File: src/rtl/detection_box_filter_macros.svh
// Assertion macros for the detection box filter.
`ifndef DETECTION_BOX_FILTER_MACROS_SVH
`define DETECTION_BOX_FILTER_MACROS_SVH

`ifndef SYNTHESIS

`define DBF_ASSERT_IMP(lbl, ck, rn, ante, cons) \
	lbl: assert property (@(posedge ck) disable iff (!rn) (ante) |-> (cons)) \
		else $error("detection_box_filter: check failed");

`define DBF_ASSERT_NEXT(lbl, ck, rn, ante, cons) \
	lbl: assert property (@(posedge ck) disable iff (!rn) (ante) |=> (cons)) \
		else $error("detection_box_filter: check failed");

`else

`define DBF_ASSERT_IMP(lbl, ck, rn, ante, cons)

`define DBF_ASSERT_NEXT(lbl, ck, rn, ante, cons)

`endif

`endif

File: src/rtl/dbf_pkg.sv
// Types, constants and helpers shared by the detection box filter modules.
package dbf_pkg;

	localparam int MAX_CLASSES_DEF = 16;
	localparam int ALU_W = 17;

	localparam logic [15:0] SCORE_THR_RST = 16'd16384;
	localparam logic [9:0]  MAX_OBJ_RST   = 10'd300;
	localparam logic [4:0]  CLASS_CNT_RST = 5'd0;
	localparam logic [14:0] MIN_EXT_RST   = 15'd1;
	localparam logic signed [15:0] Q14_ONE = 16'sd16384;

	typedef enum logic [1:0] {
		REG_SCORE_THR = 2'd0,
		REG_MAX_OBJ   = 2'd1,
		REG_CLASS_CNT = 2'd2,
		REG_MIN_EXT   = 2'd3
	} reg_idx_t;

	typedef enum logic [0:0] {
		OP_BOX   = 1'b0,
		OP_ENTRY = 1'b1
	} op_t;

	typedef enum logic [3:0] {
		SQ_IDLE,
		SQ_SCORE,
		SQ_DX,
		SQ_DXC,
		SQ_DY,
		SQ_DYC,
		SQ_CNT,
		SQ_READ,
		SQ_MATCH,
		SQ_THR,
		SQ_DONE
	} seq_state_t;

	typedef struct packed {
		logic [15:0] min_score;
		logic [9:0]  max_objects;
		logic [4:0]  class_count;
		logic [14:0] min_extent;
	} cfg_t;

	typedef struct packed {
		logic signed [15:0] x1;
		logic signed [15:0] y1;
		logic signed [15:0] x2;
		logic signed [15:0] y2;
		logic [15:0]        score;
		logic [7:0]         class_index;
		logic               last;
	} box_t;

	typedef struct packed {
		logic [8:0]  label;
		logic [7:0]  class_id;
		logic [15:0] threshold;
	} entry_t;

	typedef struct packed {
		logic        en;
		logic [3:0]  slot;
		entry_t      data;
	} ent_wr_t;

	typedef struct packed {
		logic        idle;
		logic        res_valid;
	} seq_status_t;

	typedef struct packed {
		logic        accepted;
		logic [7:0]  object_type;
		logic [15:0] confidence;
		logic [14:0] x_min;
		logic [14:0] y_min;
		logic [14:0] x_max;
		logic [14:0] y_max;
		logic [9:0]  object_count;
		logic        end_of_frame;
	} res_t;

	// clamp a Q2.14 value to [0, 1.0]
	function automatic logic [14:0] clamp_unit(input logic signed [15:0] v);
		logic [14:0] r;
		if (v < 16'sd0) begin
			r = 15'd0;
		end else if (v > Q14_ONE) begin
			r = Q14_ONE[14:0];
		end else begin
			r = v[14:0];
		end
		return r;
	endfunction

endpackage

File: src/rtl/detection_box_filter.sv
// Box filter: each box item walks the check states, then searches the class entries
// one at a time (read, then match); one shared ALU and one table read port pace it.
// Class table write items are taken whenever the filter is idle and give no result.
// A result sits in an output register, so the next box can start before it is taken.
// Reset (arst_n low) restores register defaults and clears the object count;
// class table contents are undefined until written.
`include "detection_box_filter_macros.svh"

module detection_box_filter #(
	parameter int MAX_CLASSES = dbf_pkg::MAX_CLASSES_DEF
) (
	input  logic         clk,
	input  logic         arst_n,
	// APB configuration
	input  logic         psel,
	input  logic         penable,
	input  logic         pwrite,
	input  logic [3:0]   paddr,
	input  logic [31:0]  pwdata,
	output logic [31:0]  prdata,
	output logic         pready,
	// input stream
	input  logic         s_tvalid,
	output logic         s_tready,
	// corner_x1, corner_y1, corner_x2, corner_y2, box_score, class_index,
	// entry_slot, entry_label, entry_class_id, entry_threshold
	input  logic [127:0] s_tdata,
	input  logic         s_tuser,   // operation
	input  logic         s_tlast,   // last_box
	// result stream
	output logic         m_tvalid,
	input  logic         m_tready,
	// object_type, confidence, x_min, y_min, x_max, y_max, object_count
	output logic [95:0]  m_tdata,
	output logic         m_tuser,   // accepted
	output logic         m_tlast    // end_of_frame
);
	import dbf_pkg::*;

	cfg_t        cfg_q;
	seq_status_t status;
	res_t        res;
	box_t        box;
	ent_wr_t     ent_wr;

	logic        cfg_wr;
	logic        in_fire;
	logic        start;
	logic        res_ready;
	logic        m_tvalid_q;
	logic [95:0] m_tdata_q;
	logic        m_tuser_q;
	logic        m_tlast_q;

	// configuration registers
	assign pready = 1'b1;
	assign cfg_wr = psel && penable && pwrite && pready;

	always_ff @(posedge clk or negedge arst_n) begin
		if (!arst_n) begin
			cfg_q.min_score   <= SCORE_THR_RST;
			cfg_q.max_objects <= MAX_OBJ_RST;
			cfg_q.class_count <= CLASS_CNT_RST;
			cfg_q.min_extent  <= MIN_EXT_RST;
		end else if (cfg_wr) begin
			unique case (reg_idx_t'(paddr[3:2]))
				REG_SCORE_THR: cfg_q.min_score   <= pwdata[15:0];
				REG_MAX_OBJ:   cfg_q.max_objects <= pwdata[9:0];
				REG_CLASS_CNT: cfg_q.class_count <= pwdata[4:0];
				REG_MIN_EXT:   cfg_q.min_extent  <= pwdata[14:0];
			endcase
		end
	end

	always_comb begin
		unique case (reg_idx_t'(paddr[3:2]))
			REG_SCORE_THR: prdata = {16'd0, cfg_q.min_score};
			REG_MAX_OBJ:   prdata = {22'd0, cfg_q.max_objects};
			REG_CLASS_CNT: prdata = {27'd0, cfg_q.class_count};
			REG_MIN_EXT:   prdata = {17'd0, cfg_q.min_extent};
		endcase
	end

	// input request decode
	assign s_tready = status.idle;
	assign in_fire  = s_tvalid && s_tready;
	assign start    = in_fire && (op_t'(s_tuser) == OP_BOX);

	assign box.x1          = s_tdata[15:0];
	assign box.y1          = s_tdata[31:16];
	assign box.x2          = s_tdata[47:32];
	assign box.y2          = s_tdata[63:48];
	assign box.score       = s_tdata[79:64];
	assign box.class_index = s_tdata[87:80];
	assign box.last        = s_tlast;

	assign ent_wr.en              = in_fire && (op_t'(s_tuser) == OP_ENTRY);
	assign ent_wr.slot            = s_tdata[91:88];
	assign ent_wr.data.label      = s_tdata[100:92];
	assign ent_wr.data.class_id   = s_tdata[108:101];
	assign ent_wr.data.threshold  = s_tdata[124:109];

	dbf_seq #(
		.MAX_CLASSES (MAX_CLASSES)
	) u_seq (
		.clk       (clk),
		.arst_n    (arst_n),
		.start     (start),
		.box       (box),
		.cfg       (cfg_q),
		.ent_wr    (ent_wr),
		.res_ready (res_ready),
		.status    (status),
		.res       (res)
	);

	// output register
	assign res_ready = !m_tvalid_q || m_tready;

	always_ff @(posedge clk or negedge arst_n) begin
		if (!arst_n) begin
			m_tvalid_q <= 1'b0;
		end else if (status.res_valid && res_ready) begin
			m_tvalid_q <= 1'b1;
		end else if (m_tready) begin
			m_tvalid_q <= 1'b0;
		end
	end

	always_ff @(posedge clk) begin
		if (status.res_valid && res_ready) begin
			m_tdata_q <= {2'd0, res.object_count, res.y_max, res.x_max, res.y_min,
				res.x_min, res.confidence, res.object_type};
			m_tuser_q <= res.accepted;
			m_tlast_q <= res.end_of_frame;
		end
	end

	assign m_tvalid = m_tvalid_q;
	assign m_tdata  = m_tdata_q;
	assign m_tuser  = m_tuser_q;
	assign m_tlast  = m_tlast_q;

	`DBF_ASSERT_NEXT(a_box_busy, clk, arst_n, in_fire && !s_tuser, !s_tready)
	`DBF_ASSERT_NEXT(a_entry_stays_ready, clk, arst_n, in_fire && s_tuser, s_tready)
	`DBF_ASSERT_IMP(a_reject_zero, clk, arst_n, m_tvalid && !m_tuser, m_tdata[83:0] == 84'd0)
	`DBF_ASSERT_IMP(a_corner_order, clk, arst_n, m_tvalid && m_tuser,
		(m_tdata[38:24] <= m_tdata[68:54]) && (m_tdata[53:39] <= m_tdata[83:69]))

endmodule

File: src/rtl/dbf_alu.sv
// Shared subtract/compare unit used by the sequencer for its score, extent, count, label and threshold tests.
module dbf_alu (
	input  logic signed [dbf_pkg::ALU_W-1:0] a,
	input  logic signed [dbf_pkg::ALU_W-1:0] b,
	output logic signed [dbf_pkg::ALU_W:0]   diff,
	output logic                             neg,
	output logic                             zero
);
	import dbf_pkg::*;

	assign diff = {a[ALU_W-1], a} - {b[ALU_W-1], b};
	assign neg  = diff[ALU_W];
	assign zero = (diff == '0);

endmodule

File: src/rtl/dbf_class_table.sv
// Class table memory: one write port, one registered read port.
module dbf_class_table #(
	parameter int MAX_CLASSES = dbf_pkg::MAX_CLASSES_DEF,
	parameter int IDX_W = (MAX_CLASSES > 1) ? $clog2(MAX_CLASSES) : 1
) (
	input  logic             clk,
	input  dbf_pkg::ent_wr_t wr,
	input  logic [IDX_W-1:0] rd_addr,
	output dbf_pkg::entry_t  rd_data
);
	import dbf_pkg::*;

	localparam logic [8:0] DEPTH9 = 9'(MAX_CLASSES);

	entry_t     mem [MAX_CLASSES];
	logic [8:0] slot9;

	assign slot9 = {5'd0, wr.slot};

	// writes to slots beyond the table are dropped
	always_ff @(posedge clk) begin
		if (wr.en && (slot9 < DEPTH9)) begin
			mem[slot9[IDX_W-1:0]] <= wr.data;
		end
	end

	always_ff @(posedge clk) begin
		rd_data <= mem[rd_addr];
	end

endmodule

File: src/rtl/dbf_seq.sv
// Per-box sequencer: runs all checks and the class search through one shared ALU.
module dbf_seq #(
	parameter int MAX_CLASSES = dbf_pkg::MAX_CLASSES_DEF
) (
	input  logic                 clk,
	input  logic                 arst_n,
	input  logic                 start,
	input  dbf_pkg::box_t        box,
	input  dbf_pkg::cfg_t        cfg,
	input  dbf_pkg::ent_wr_t     ent_wr,
	input  logic                 res_ready,
	output dbf_pkg::seq_status_t status,
	output dbf_pkg::res_t        res
);
	import dbf_pkg::*;

	localparam int IDX_W = (MAX_CLASSES > 1) ? $clog2(MAX_CLASSES) : 1;
	localparam int CNT_W = $clog2(MAX_CLASSES + 1);
	localparam logic [8:0] MAXC9 = 9'(MAX_CLASSES);

	seq_state_t state_q, state_d;

	box_t              box_q;
	logic [15:0]       abs_q;
	logic              x_lt_q;
	logic              y_lt_q;
	logic              keep_q;
	logic [7:0]        type_q;
	logic [CNT_W-1:0]  j_q;
	logic [CNT_W-1:0]  n_q;
	logic [9:0]        kept_q;

	logic signed [ALU_W-1:0] alu_a, alu_b;
	logic signed [ALU_W:0]   alu_diff;
	logic signed [ALU_W:0]   alu_ndiff;
	logic                    alu_neg, alu_zero;

	entry_t      rd_data;
	logic [8:0]  want;
	logic [8:0]  cc9, n9;
	logic [9:0]  kept_new;
	logic signed [15:0] lo_x, hi_x, lo_y, hi_y;

	dbf_alu u_alu (
		.a    (alu_a),
		.b    (alu_b),
		.diff (alu_diff),
		.neg  (alu_neg),
		.zero (alu_zero)
	);

	dbf_class_table #(
		.MAX_CLASSES (MAX_CLASSES),
		.IDX_W       (IDX_W)
	) u_table (
		.clk     (clk),
		.wr      (ent_wr),
		.rd_addr (j_q[IDX_W-1:0]),
		.rd_data (rd_data)
	);

	assign want      = {1'b0, box_q.class_index} + 9'd1;
	assign cc9       = {4'd0, cfg.class_count};
	assign n9        = (cc9 > MAXC9) ? MAXC9 : cc9;
	assign alu_ndiff = -alu_diff;
	assign kept_new  = kept_q + {9'd0, keep_q};

	// operand select for the shared ALU
	always_comb begin
		alu_a = '0;
		alu_b = '0;
		case (state_q)
			SQ_SCORE: begin
				alu_a = {1'b0, box_q.score};
				alu_b = {1'b0, cfg.min_score};
			end
			SQ_DX: begin
				alu_a = {box_q.x1[15], box_q.x1};
				alu_b = {box_q.x2[15], box_q.x2};
			end
			SQ_DY: begin
				alu_a = {box_q.y1[15], box_q.y1};
				alu_b = {box_q.y2[15], box_q.y2};
			end
			SQ_DXC, SQ_DYC: begin
				alu_a = {1'b0, abs_q};
				alu_b = {2'b0, cfg.min_extent};
			end
			SQ_CNT: begin
				alu_a = {7'd0, kept_q};
				alu_b = {7'd0, cfg.max_objects};
			end
			SQ_MATCH: begin
				alu_a = {8'd0, rd_data.label};
				alu_b = {8'd0, want};
			end
			SQ_THR: begin
				alu_a = {1'b0, box_q.score};
				alu_b = {1'b0, rd_data.threshold};
			end
			default: begin
				alu_a = '0;
				alu_b = '0;
			end
		endcase
	end

	always_comb begin
		state_d = state_q;
		unique case (state_q)
			SQ_IDLE:  if (start) state_d = SQ_SCORE;
			SQ_SCORE: state_d = alu_neg ? SQ_DONE : SQ_DX;
			SQ_DX:    state_d = SQ_DXC;
			SQ_DXC:   state_d = alu_neg ? SQ_DONE : SQ_DY;
			SQ_DY:    state_d = SQ_DYC;
			SQ_DYC:   state_d = alu_neg ? SQ_DONE : SQ_CNT;
			SQ_CNT:   state_d = alu_neg ? SQ_READ : SQ_DONE;
			SQ_READ:  state_d = (j_q >= n_q) ? SQ_DONE : SQ_MATCH;
			SQ_MATCH: state_d = alu_zero ? SQ_THR : SQ_READ;
			SQ_THR:   state_d = SQ_DONE;
			SQ_DONE:  if (res_ready) state_d = SQ_IDLE;
			default:  state_d = SQ_IDLE;
		endcase
	end

	always_ff @(posedge clk or negedge arst_n) begin
		if (!arst_n) begin
			state_q <= SQ_IDLE;
			kept_q  <= '0;
		end else begin
			state_q <= state_d;
			if (state_q == SQ_DONE && res_ready) begin
				kept_q <= box_q.last ? 10'd0 : kept_new;
			end
		end
	end

	always_ff @(posedge clk) begin
		case (state_q)
			SQ_IDLE: begin
				if (start) begin
					box_q  <= box;
					n_q    <= n9[CNT_W-1:0];
					j_q    <= '0;
					keep_q <= 1'b0;
					type_q <= '0;
				end
			end
			SQ_DX: begin
				abs_q  <= alu_neg ? alu_ndiff[15:0] : alu_diff[15:0];
				x_lt_q <= alu_neg;
			end
			SQ_DY: begin
				abs_q  <= alu_neg ? alu_ndiff[15:0] : alu_diff[15:0];
				y_lt_q <= alu_neg;
			end
			SQ_MATCH: begin
				if (!alu_zero) begin
					j_q <= j_q + CNT_W'(1);
				end
			end
			SQ_THR: begin
				keep_q <= !alu_neg;
				type_q <= rd_data.class_id;
			end
			default: begin
			end
		endcase
	end

	assign lo_x = x_lt_q ? box_q.x1 : box_q.x2;
	assign hi_x = x_lt_q ? box_q.x2 : box_q.x1;
	assign lo_y = y_lt_q ? box_q.y1 : box_q.y2;
	assign hi_y = y_lt_q ? box_q.y2 : box_q.y1;

	always_comb begin
		res.accepted     = keep_q;
		res.object_type  = keep_q ? type_q : 8'd0;
		res.confidence   = keep_q ? box_q.score : 16'd0;
		res.x_min        = keep_q ? clamp_unit(lo_x) : 15'd0;
		res.y_min        = keep_q ? clamp_unit(lo_y) : 15'd0;
		res.x_max        = keep_q ? clamp_unit(hi_x) : 15'd0;
		res.y_max        = keep_q ? clamp_unit(hi_y) : 15'd0;
		res.object_count = kept_new;
		res.end_of_frame = box_q.last;
	end

	assign status.idle      = (state_q == SQ_IDLE);
	assign status.res_valid = (state_q == SQ_DONE);

endmodule

File: config.mk
export PLATFORM = sky130hd
export DESIGN_NAME = detection_box_filter
export DESIGN_NICKNAME = d
export VERILOG_FILES = /design/src/rtl/dbf_pkg.sv /design/src/rtl/detection_box_filter.sv /design/src/rtl/dbf_alu.sv /design/src/rtl/dbf_class_table.sv /design/src/rtl/dbf_seq.sv
export VERILOG_INCLUDE_DIRS = /design/src /design/src/rtl
export SDC_FILE = /design/constraint.sdc
export NUM_CORES = 1
export LEC_CHECK = 0
export BUFFER_PORTS_ARGS = -buffer_cell sky130_fd_sc_hd__buf_2
export CORE_MARGIN = 4
export CORE_UTILIZATION = 30
export CTS_CLUSTER_SIZE = 14
export DETAILED_ROUTE_END_ITERATION = 10
export PLACE_DENSITY_LB_ADDON = 0.3
export RECOVER_POWER = 25
export SYNTH_ARGS = -nofsm -noshare
export SYNTH_HDL_FRONTEND = slang
export SYNTH_SLANG_ARGS = --single-unit
File: constraint.sdc
create_clock -name clk -period 4.3 [get_ports clk]
set_clock_uncertainty 0.05 [all_clocks]
set_input_delay 0.43 -clock clk [delete_from_list [all_inputs] [get_ports clk]]
set_output_delay 0.43 -clock clk [all_outputs]
set_load 0.03 [all_outputs]
After elaboration in Yosys (flattened, before gate mapping)
Memory sizes are Yosys's and may differ from the RTL's. A register that Yosys moved wholly into a read port is not among the register bits.
Index checks and enable logic that the tools add are counted.
{ "op_classes": {"add_sub_neg": 5, "n_lt_le_gt_ge": 11, "n_eq_ne": 16, "mux": 33, "bitwise": 2, "reduce_logical": 35} }
{ "op_table": {"columns": ["op", "n"], "rows": [
  ["case mux 32 bit (4 select lines)", 1],
  ["case mux 17 bit (7 select lines)", 1],
  ["case mux 17 bit (6 select lines)", 1],
  ["two-way mux 16 bit", 5],
  ["> comparator 16 bit (second input constant)", 4],
  ["< comparator 16 x 1 -> 1 bit (second input constant)", 4],
  ["two-way mux 15 bit", 4],
  ["case mux 4 bit (11 select lines)", 1],
  ["two-way mux 4 bit", 7],
  ["logical NOT 18 bit", 1],
  ["subtractor 17 x 17 -> 18 bit", 1],
  ["equality test 4 x 3 -> 1 bit (second input constant)", 4],
  ["negation 16 bit", 1],
  ["case mux 8 bit (2 select lines)", 1],
  ["AND reduction 2 bit", 7],
  ["OR reduction 2 bit", 7],
  ["equality test 4 bit (second input constant)", 3],
  ["OR reduction 3 bit", 4],
  ["adder 10 x 1 -> 10 bit", 1],
  ["two-way mux 10 bit", 1],
  ["two-way mux 5 bit", 2],
  ["case mux 5 bit (2 select lines)", 1],
  ["adder 8 x 1 -> 9 bit (second input constant)", 1],
  ["equality test 4 x 2 -> 1 bit (second input constant)", 2],
  ["other kinds (21)", 37]
]} }
{ "word_totals": {"regBits": 283, "ramBits": 528, "output_inout_bits": 133, "elab_cells": 136, "memories": 1} }
{ "mem_list": {"columns": ["memory", "depth", "word_bits", "rd", "rd_ports_with_merged_regs", "write_ports", "line_no", "rtl"], "rows": [
  ["u_seq.u_table.mem", 16, 33, 1, 1, 1, "dbf_class_table.sv:15", "entry_t mem [MAX_CLASSES];"]
]} }

Depth between registers and ports, before layout
Gate-level depths: netlist of the first run.
{ "logic_depth": {"depth_word": 7, "mapped_depth": 19, "mapped_depth_nobuf": 16} }

Modules after synthesis
Synthesis of the first run repeated with hierarchy kept, for this count alone.
{ "hier_totals": {"hier_cells": 1959, "hier_area_um2": 34697.0} }
{ "modules_own_cells": {"columns": ["module", "n_inst", "cells_each", "area_each_um2"], "rows": [
  ["dbf_class_table", 1, 864, 20631.0],
  ["dbf_seq", 1, 700, 7860.0],
  ["detection_box_filter", 1, 258, 5215.0],
  ["dbf_alu", 1, 137, 991.0]
]} }

Least setup slack after synthesis of the first run
OpenSTA, ideal clock, no wires.
{ "synth_timing": {"path_type": "register to register", "start": "register u_seq.state_q[0]", "end": "memory u_seq.u_table.mem[0][0] (netlist bit), enable pin", "arrival_ns": 4.466, "required_ns": 3.785, "setup_slack_ns": -0.681, "path_stages_with_launch": 7, "path_buffers": 1, "synth_period_minus_slack_ns": 4.981, "cell_sequence": "dfrtp_1 > or2_2 > clkbuf_1 > nor3_1 > nand3_1 > or3_1 > nor3_1"} }
{ "synth_between": {"elab_chain_cells": 6} }
{ "synth_rtl": {"columns": ["item", "line_no", "rtl"], "rows": [
  ["start, declared", "dbf_seq.sv:21", "seq_state_t state_q, state_d;"],
  ["start signal, assigned", "dbf_seq.sv:131", "state_q <= state_d;"],
  ["logical NOT 4 bit", "dbf_seq.sv:188", "assign status.idle = (state_q == SQ_IDLE);"],
  ["net s_tready", "detection_box_filter.sv:24", "output logic s_tready,"],
  ["logical AND 1 bit", "detection_box_filter.sv:86", "assign in_fire = s_tvalid && s_tready;"],
  ["logical AND 1 bit", "detection_box_filter.sv:97", "assign ent_wr.en = in_fire && (op_t'(s_tuser) == OP_ENTRY);"],
  ["logical AND 1 bit", "dbf_class_table.sv:22", "if (wr.en && (slot9 < DEPTH9)) begin"],
  ["two-way mux 1 bit", "dbf_class_table.sv:22", null],
  ["two-way mux 1 bit (implied by the code)", "dbf_class_table.sv:23", "mem[slot9[IDX_W-1:0]] <= wr.data;"],
  ["end, declared", "dbf_class_table.sv:15", null]
]} }
The timed path passes the listed nets, and every way through them passes these cells.

Worst setup path after layout of the first run
{ "layout_timing": {"start": "register u_seq.state_q[1]", "end": "register u_seq.abs_q[15], data pin"} }
{ "layout_between": {"elab_chain_cells": 6, "word_cells_on_any_way": 15, "cone_classes": "add/sub (2); eq/ne (8); mux (3); reduce/logical (2)"} }
{ "layout_rtl": {"columns": ["item", "line_no", "rtl"], "rows": [
  ["equality test 4 x 2 -> 1 bit, or another cell as far along", "dbf_seq.sv:72", "case (state_q)"],
  ["OR reduction 2 bit (on tied branches)", null, null],
  ["case mux 17 bit (7 select lines) or case mux 17 bit (6 select lines) (tied branches)", "dbf_seq.sv:72", null],
  ["subtractor 17 x 17 -> 18 bit *", "dbf_alu.sv:11", "assign diff = {a[ALU_W-1], a} - {b[ALU_W-1], b};"],
  ["negation 16 bit", "dbf_seq.sv:65", "assign alu_ndiff = -alu_diff;"],
  ["two-way mux 16 bit *", "dbf_seq.sv:150, dbf_seq.sv:154", null],
  ["end signal, assigned", "dbf_seq.sv:150", "abs_q <= alu_neg ? alu_ndiff[15:0] : alu_diff[15:0];"],
  ["end signal, assigned", "dbf_seq.sv:154", "abs_q <= alu_neg ? alu_ndiff[15:0] : alu_diff[15:0];"],
  ["end, declared", "dbf_seq.sv:24", "logic [15:0] abs_q;"]
]} }
Every way passes the cells marked *; elsewhere a longest branch is shown, timed or not.
A chain may end at the register's enable or synchronous reset.

==> qor.yml, run 1 <==
clock.fmax_mhz: 233
async_flop_share_pct: 7.23
grt_pass1_wl_um: 143000
firstDrtPassIters: 8
core_area_um2: 113000
finalNonFillerCells: 3945
clk_pin_slew_worst_paths_ps: 60
period_share_pct: 99.7
top_layer: "met4"
pin_count: 306
synth-compound-area-share_pct: 4.02
cts_made_buffers: 88
seq_area_frac_synth_pct: 72.5
htreeDepth: 3
maxSlewHeadroom_pct: 28.5
first_global_vias: 20109
layout_min_cycle_time_ps: 4290
met3_length_um: 6570
synth_fa_ha_area_share_pct: 1.05
crit_arrival_ps: 4640
timing.final.ws_setup_ps: 14.7
antenna_found_initial: 14
final_nets: 2568
synth_edf_count: 750
endpoint_kind: "flip-flop"
synth_top_family_by_area: "multiplexers"
drc: 0
place.gp.congestion: 0.879
vias: 19673
final_antenna_net_count: 0
outcome: "completed"
die_h_um: 345
met2_length_um: 47200
cts_tree: "done"
slew_viol_final: 0
area_growth_pct: 24.9
synthMuxAreaShare_pct: 14.7
via_per_inst: 4.99
routed_wl_um: 99300
grt_max_degree: 135
clock_latency_ps: 670
die_width_um: 345
ys_types: 70
p_leak_nw: 14.7
overflow: 0
io_buffers: 265
synth_area_um2: 34100
hold_class: "in -> reg"
power_density_nw_per_um2: 669
std_cell_rows: 123
yosys.area_share.xor_xnor_pct: 1.08
tightest_slew_ps: 1070
worstPathRequired_ps: 4650
avgSynthCellArea_um2: 18.6
synthFlopType: "edfxtp_1"
cap_violations: 0
placedCellCount: 3645
r2r_cells: 19
clkSinkCount: 844
initialDrtViolationCount: 2000
drt-met1-wl_um: 42700
syn_inst: 1837
wl_per_cell_um: 25.2
crit_type: "reg -> reg"
synth-simple-area-share_pct: 4.94
place_ws_ps: -221
setup_tns_ps: 0
ys_warn_count: 0
clockBufferDepth: 3
finalHoldViolations: 0
drive_gt1_share_pct: 34.0
start_util_pct: 30.3
cp_max_fo: 8
finalSetupViolations: 0
critPathLaunchType: "flip-flop"
vdd_drop_max_uv: 575
cts_root_buf: "clkbuf_16"
dieArea_um2: 119000
grt.total_usage_pct: 16.2
n_fill_cell: 10403
hold_depth: 1
rsz0062_at_grt: "true"
yosys_register_bits: 844
dp.final_hpwl_um: 62000
sequential cells by signal, indices dropped and copies added, names as in the netlist:
| signal | cells |
|---|---|
| u_seq.abs_q | 16 |
| m_tuser | 1 |
| u_seq.kept_q | 10 |
| u_seq.u_table.mem | 528 |
| u_seq.x_lt_q | 1 |
| u_seq.box_q | 88 |
| m_tvalid | 1 |
| u_seq.n_q | 5 |
| u_seq.type_q | 8 |
| m_tlast | 1 |
| u_seq.keep_q | 1 |
| u_seq.u_table.rd_data | 33 |
| u_seq.y_lt_q | 1 |
| m_tdata | 94 |
| u_seq.j_q | 5 |
| cfg_q | 46 |
| u_seq.res | 1 |
| u_seq.state_q | 4 |
path summary, 6_finish.rpt:
kind	from	to	slack, ps
min in group asynchronous	arst_n	u_seq.kept_q[6]	450
hold / removal	s_tdata[122]	u_seq.u_table.mem[8][13]	120
setup reg to reg	u_seq.state_q[1]	u_seq.abs_q[15]	10
max in group asynchronous	arst_n	cfg_q[0]	2750
hold reg to reg	u_seq.u_table.rd_data[22]	u_seq.type_q[6]	460
setup / recovery	u_seq.state_q[1]	u_seq.abs_q[15]	10
area by class of cell:
| class | count | area [µm²] | share of cell area (%) |
|---|---|---|---|
| antenna | 4 | 10.0 | 0.0235 |
| clock inverter | 36 | 322 | 0.755 |
| sequential | 844 | 24700 | 58.1 |
| clock buffer | 128 | 2420 | 5.70 |
| timing repair buffer | 536 | 3820 | 8.98 |
| tap | 1500 | 1880 | 4.41 |
| inverter | 18 | 70.1 | 0.165 |
| multi-input combinational | 879 | 9330 | 21.9 |
power breakdown:
| group | switching, W | internal, W | total [W] |
|---|---|---|---|
| registers | 0.000453 | 0.00988 | 0.0103 |
| clock network | 0.00319 | 0.00407 | 0.00726 |
| logic | 0.00564 | 0.00525 | 0.0109 |
synthesized netlist by cell type, types with 23 or more instances:
cell	count	area [µm²]
mux2_2	51	574
clkbuf_1	70	263
xnor2_1	30	263
dfxtp_1	33	661
dfrtp_1	55	1380
mux2i_1	61	611
a21oi_1	25	125
nand3_1	23	115
ha_1	27	338
mux4_2	170	3830
nand2_1	71	267
nor2_1	107	402
a222oi_1	40	400
and2_1	40	250
edfxtp_1	750	22500
repair_timing:
item,4_1_cts,5_1_grt
gates resized for setup,19,49
pin swaps,20,38
cloned,0,2
setup buffers,7,19
hold buffers,106,0
setup endpoints to repair,9,13
hold endpoints to repair,168,0
critical path, cell delays in order, from the launching register on:
cell and delay (ps):
dfrtp_2 460, xor2_1 170, and3_4 200, buf_12 150, a222oi_1 400, nand3_1 170, ha_1 260, inv_1 120
fa_2 260, a211oi_4 80, buf_4 150, o21ai_4 220, a31oi_4 130, buf_6 140, xnor2_2 140, nor3b_4 230
buf_4 140, nand4b_1 150, o31ai_2 300, xnor2_1 100
per-stage QoR:
step / hold WS, ps / util [%] / total power, W / instance area [µm²]
2_1_floorplan: 84.4 / - / 0.0161 / 34200
3_3_place_gp: 452 / 33.9 / 0.0198 / 38200
3_5_place_dp: 445 / 33.9 / 0.0199 / 38200
4_1_cts: 29.0 / 37.4 / 0.0276 / 42200
5_1_grt: 77.9 / 37.8 / 0.0299 / 42600
6_report: 116 / 37.8 / 0.0285 / 42600
layout by cell type, fill, tap and decap left out, types with 40 or more instances in the layout:
cell           count
dlygate4sd3_1    106
mux4_2           170
clkbuf_1          66
mux2_2            51
nand2_1           69
clkbuf_16         92
mux2i_1           59
edfxtp_1         750
buf_2            234
a222oi_1          40
nor2_1            91
dfrtp_1           53
buf_4            142
layer usage:
metal	global-route usage [%]	vias up
met5	0	-
met4	4.26	0
met3	3.32	151
met2	26.3	806
met1	22.2	10251
li1	-	8465
cells by family after synthesis:
family	after synthesis
adders and majority gates	28
DFF	844
xor gates and xnor gates	42
buffers and inverters	131
and+or+nand+nor	336
muxes	282
other	2
AOI/OAI and AO/OA	172
Note: power is estimated with default switching activity, not from simulation.
==> run 2, diff against run 1 <==
--- a/config.mk
+++ b/config.mk
@@ -11,7 +11,6 @@
 export CORE_UTILIZATION = 30
 export CTS_CLUSTER_SIZE = 14
 export DETAILED_ROUTE_END_ITERATION = 10
-export PLACE_DENSITY_LB_ADDON = 0.3
 export RECOVER_POWER = 25
 export SYNTH_ARGS = -nofsm -noshare
 export SYNTH_HDL_FRONTEND = slang
==> run 2 against run 1 <==
Maximum frequency up 2.7%. Global-route usage down 0.27 points. Utilization about the same. Via count down 0.38%. Setup slack better by 110 ps. Clock-buffer cell count down 24. Sequential power about the same. Routed wire length down 2.0%. Critical endpoint is now u_seq.j_q[1]. Highest routed layer is now met5.
==> qor.yml, run 2 (same netlist as run 1, synthesis figures left out) <==
crit_arrival_ps: 4500  # was 4640 ps
setup_tns_ps: 0  # unchanged
pin_count: 306  # unchanged
worstPathRequired_ps: 4620  # was 4650 ps
final_common_cell: "edfxtp_1"  # unchanged
core_area_um2: 113000  # unchanged
first_global_vias: 20079  # was 20,109
place_ws_ps: -206  # was -221 ps
cp_top_family: "simple AND/OR/NAND/NOR gates"  # was compound AO/OA/AOI/OAI gates
vdd_drop_max_uv: 552  # was 575 µV
place.gp.congestion: 0.886  # was 0.879
clk_pin_slew_worst_paths_ps: 60  # about the same
final_core_util_pct: 37.8  # about the same
slew_viol_final: 0  # unchanged
outcome: "completed"  # unchanged
clockBufferDepth: 3  # unchanged
std_cell_rows: 123  # unchanged
critPathSlowestCell: "a222oi_1"  # was dfrtp_2
finalSetupViolations: 0  # unchanged
finalHoldViolations: 0  # unchanged
holdWs_ps: 115  # was 116 ps
grt_max_degree: 135  # unchanged
final_antenna_net_count: 0  # unchanged
antenna_found_initial: 19  # was 14
power_density_nw_per_um2: 664  # was 669 nW/µm²
critPathBufInv: 3  # was 5
rsz0062_at_grt: "true"  # unchanged
dieArea_um2: 119000  # unchanged
endpoint_kind: "flip-flop"  # unchanged
crit_type: "reg -> reg"  # unchanged
p_leak_nw: 14.7  # about the same
critPathMostFrequentCell: "buf_4"  # unchanged
cp_cell_sequence: "buf_4 -> nand2b_4 -> buf_4 -> nor2_2 -> buf_4 -> a222oi_1 -> o211a_1 -> ha_1 -> and2_4 -> a221oi_4 -> nand4b_1 -> and3_4 -> nor4b_4 -> nand4_2 -> nor4_4 -> a21oi_4"  # was xor2_1 -> and3_4 -> buf_12 -> a222oi_1 -> nand3_1 -> ha_1 -> inv_1 -> fa_2 -> a211oi_4 -> buf_4 -> o21ai_4 -> a31oi_4 -> buf_6 -> xnor2_2 -> nor3b_4 -> buf_4 -> nand4b_1 -> o31ai_2 -> xnor2_1
initialDrtViolationCount: 1888  # was 2,000
cts_made_buffers: 86  # was 88
largest_register_ffs: 528  # unchanged
cts_tree: "done"  # unchanged
maxSlewHeadroom_pct: 33.1  # was 28.5%
grt_pass1_wl_um: 141000  # was 143,000 µm
hold_class: "in -> reg"  # unchanged
layout_min_cycle_time_ps: 4170  # was 4290 ps
grt.total_usage_pct: 15.9  # was 16.2%
final_nets: 2565  # was 2,568
dp.final_hpwl_um: 62600  # was 62,000 µm
wl_per_cell_um: 24.7  # was 25.2 µm
overflow: 0  # unchanged
max_stage_delay_ps: 450  # was 460 ps
clkSinkCount: 844  # unchanged
drive_gt1_share_pct: 34.4  # was 34.0%
start_util_pct: 30.3  # unchanged
via_per_inst: 4.97  # was 4.99
vias: 19599  # was 19,673
htreeDepth: 3  # unchanged
die_width_um: 345  # unchanged
drc: 0  # unchanged
n_fill_cell: 10373  # was 10,403
clock_latency_ps: 650  # was 670 ps
critPathLaunchType: "flip-flop"  # unchanged
layout_common_cells: "edfxtp_1, buf_2, mux4_2, buf_4, dlygate4sd3_1"  # unchanged
cp_max_fo: 15  # was 8
firstDrtPassIters: 8  # unchanged
io_buffers: 265  # unchanged
tightest_slew_ps: 999  # was 1070 ps
cap_violations: 0  # unchanged
period_share_pct: 97.1  # was 99.7%
routed_wl_um: 97300  # was 99,300 µm
cts_root_buf: "clkbuf_16"  # unchanged
die_h_um: 345  # unchanged
timing.final.ws_setup_ps: 127  # was 14.7 ps
clock.fmax_mhz: 240  # was 233 MHz
area_growth_pct: 25.0  # was 24.9%
==> run 2: changes by cell type in the layout (fill, tap and decap cells not counted), sizes merged <==
cell,delta
clkinvlp,-1
buf,+1
diode,+4
inv,+1
clkinv,+9
bufinv,+7
clkbuf,-26
==> run 2: metrics by stage <==
step / total power (W) / instance area [µm²] / cells
detailed placement: 0.0198 / 38300 / 3649
global route: 0.0297 / 42600 / 3933
floorplan: 0.0161 / 34200 / 1854
finish: 0.0283 / 42600 / 3940
CTS: 0.0277 / 42300 / 3916
global placement: 0.0197 / 38300 / 3649
==> run 2: final cells by class <==
cell class	count	area (µm²)	area share, %
diodes	8	20.0	0.0470
clock buffers	104	2260	5.30
clock inverters	52	554	1.30
inverters	18	70.1	0.164
multi-input cells	879	9340	21.9
flip-flops and latches	844	24700	58.0
well taps	1500	1880	4.40
repair buffers	535	3790	8.90
==> run 2: layer usage <==
metal	GRT usage (%)	share of wire, %
met1	21.4	41
met2	25.9	48
met3	3.82	8.2
met4	4.30	2.7
met5	0	0.067
==> run 2: timing repair <==
item | CTS | global route
hold endpoints to repair | 150 | 0
gates cloned | 0 | 0
setup endpoints to repair | 10 | 14
pin swaps | 10 | 44
hold buffers | 106 | 0
resized for setup | 17 | 54
setup buffers | 5 | 17
==> run 2: final timing paths <==
check                                             to  cells past startpoint  slack, ps                      start
max                                     u_seq.j_q[1]                     16        130           u_seq.state_q[3]
min                        u_seq.u_table.mem[10][23]                      1        110               s_tdata[108]
max reg2reg                             u_seq.j_q[1]                     16        130           u_seq.state_q[3]
min in group asynchronous            u_seq.kept_q[7]                      2        260                     arst_n
min reg2reg                          u_seq.type_q[7]                      1        460  u_seq.u_table.rd_data[23]
max in group asynchronous                  cfg_q[34]                      3       2940                     arst_n
==> run 2: power breakdown <==
group | leakage (nW) | internal [W] | total, W | switching, W
Sequential | 7.79 | 0.00987 | 0.0103 | 0.000443
Combinational | 5.56 | 0.00500 | 0.0105 | 0.00549
Clock | 1.38 | 0.00431 | 0.00748 | 0.00317
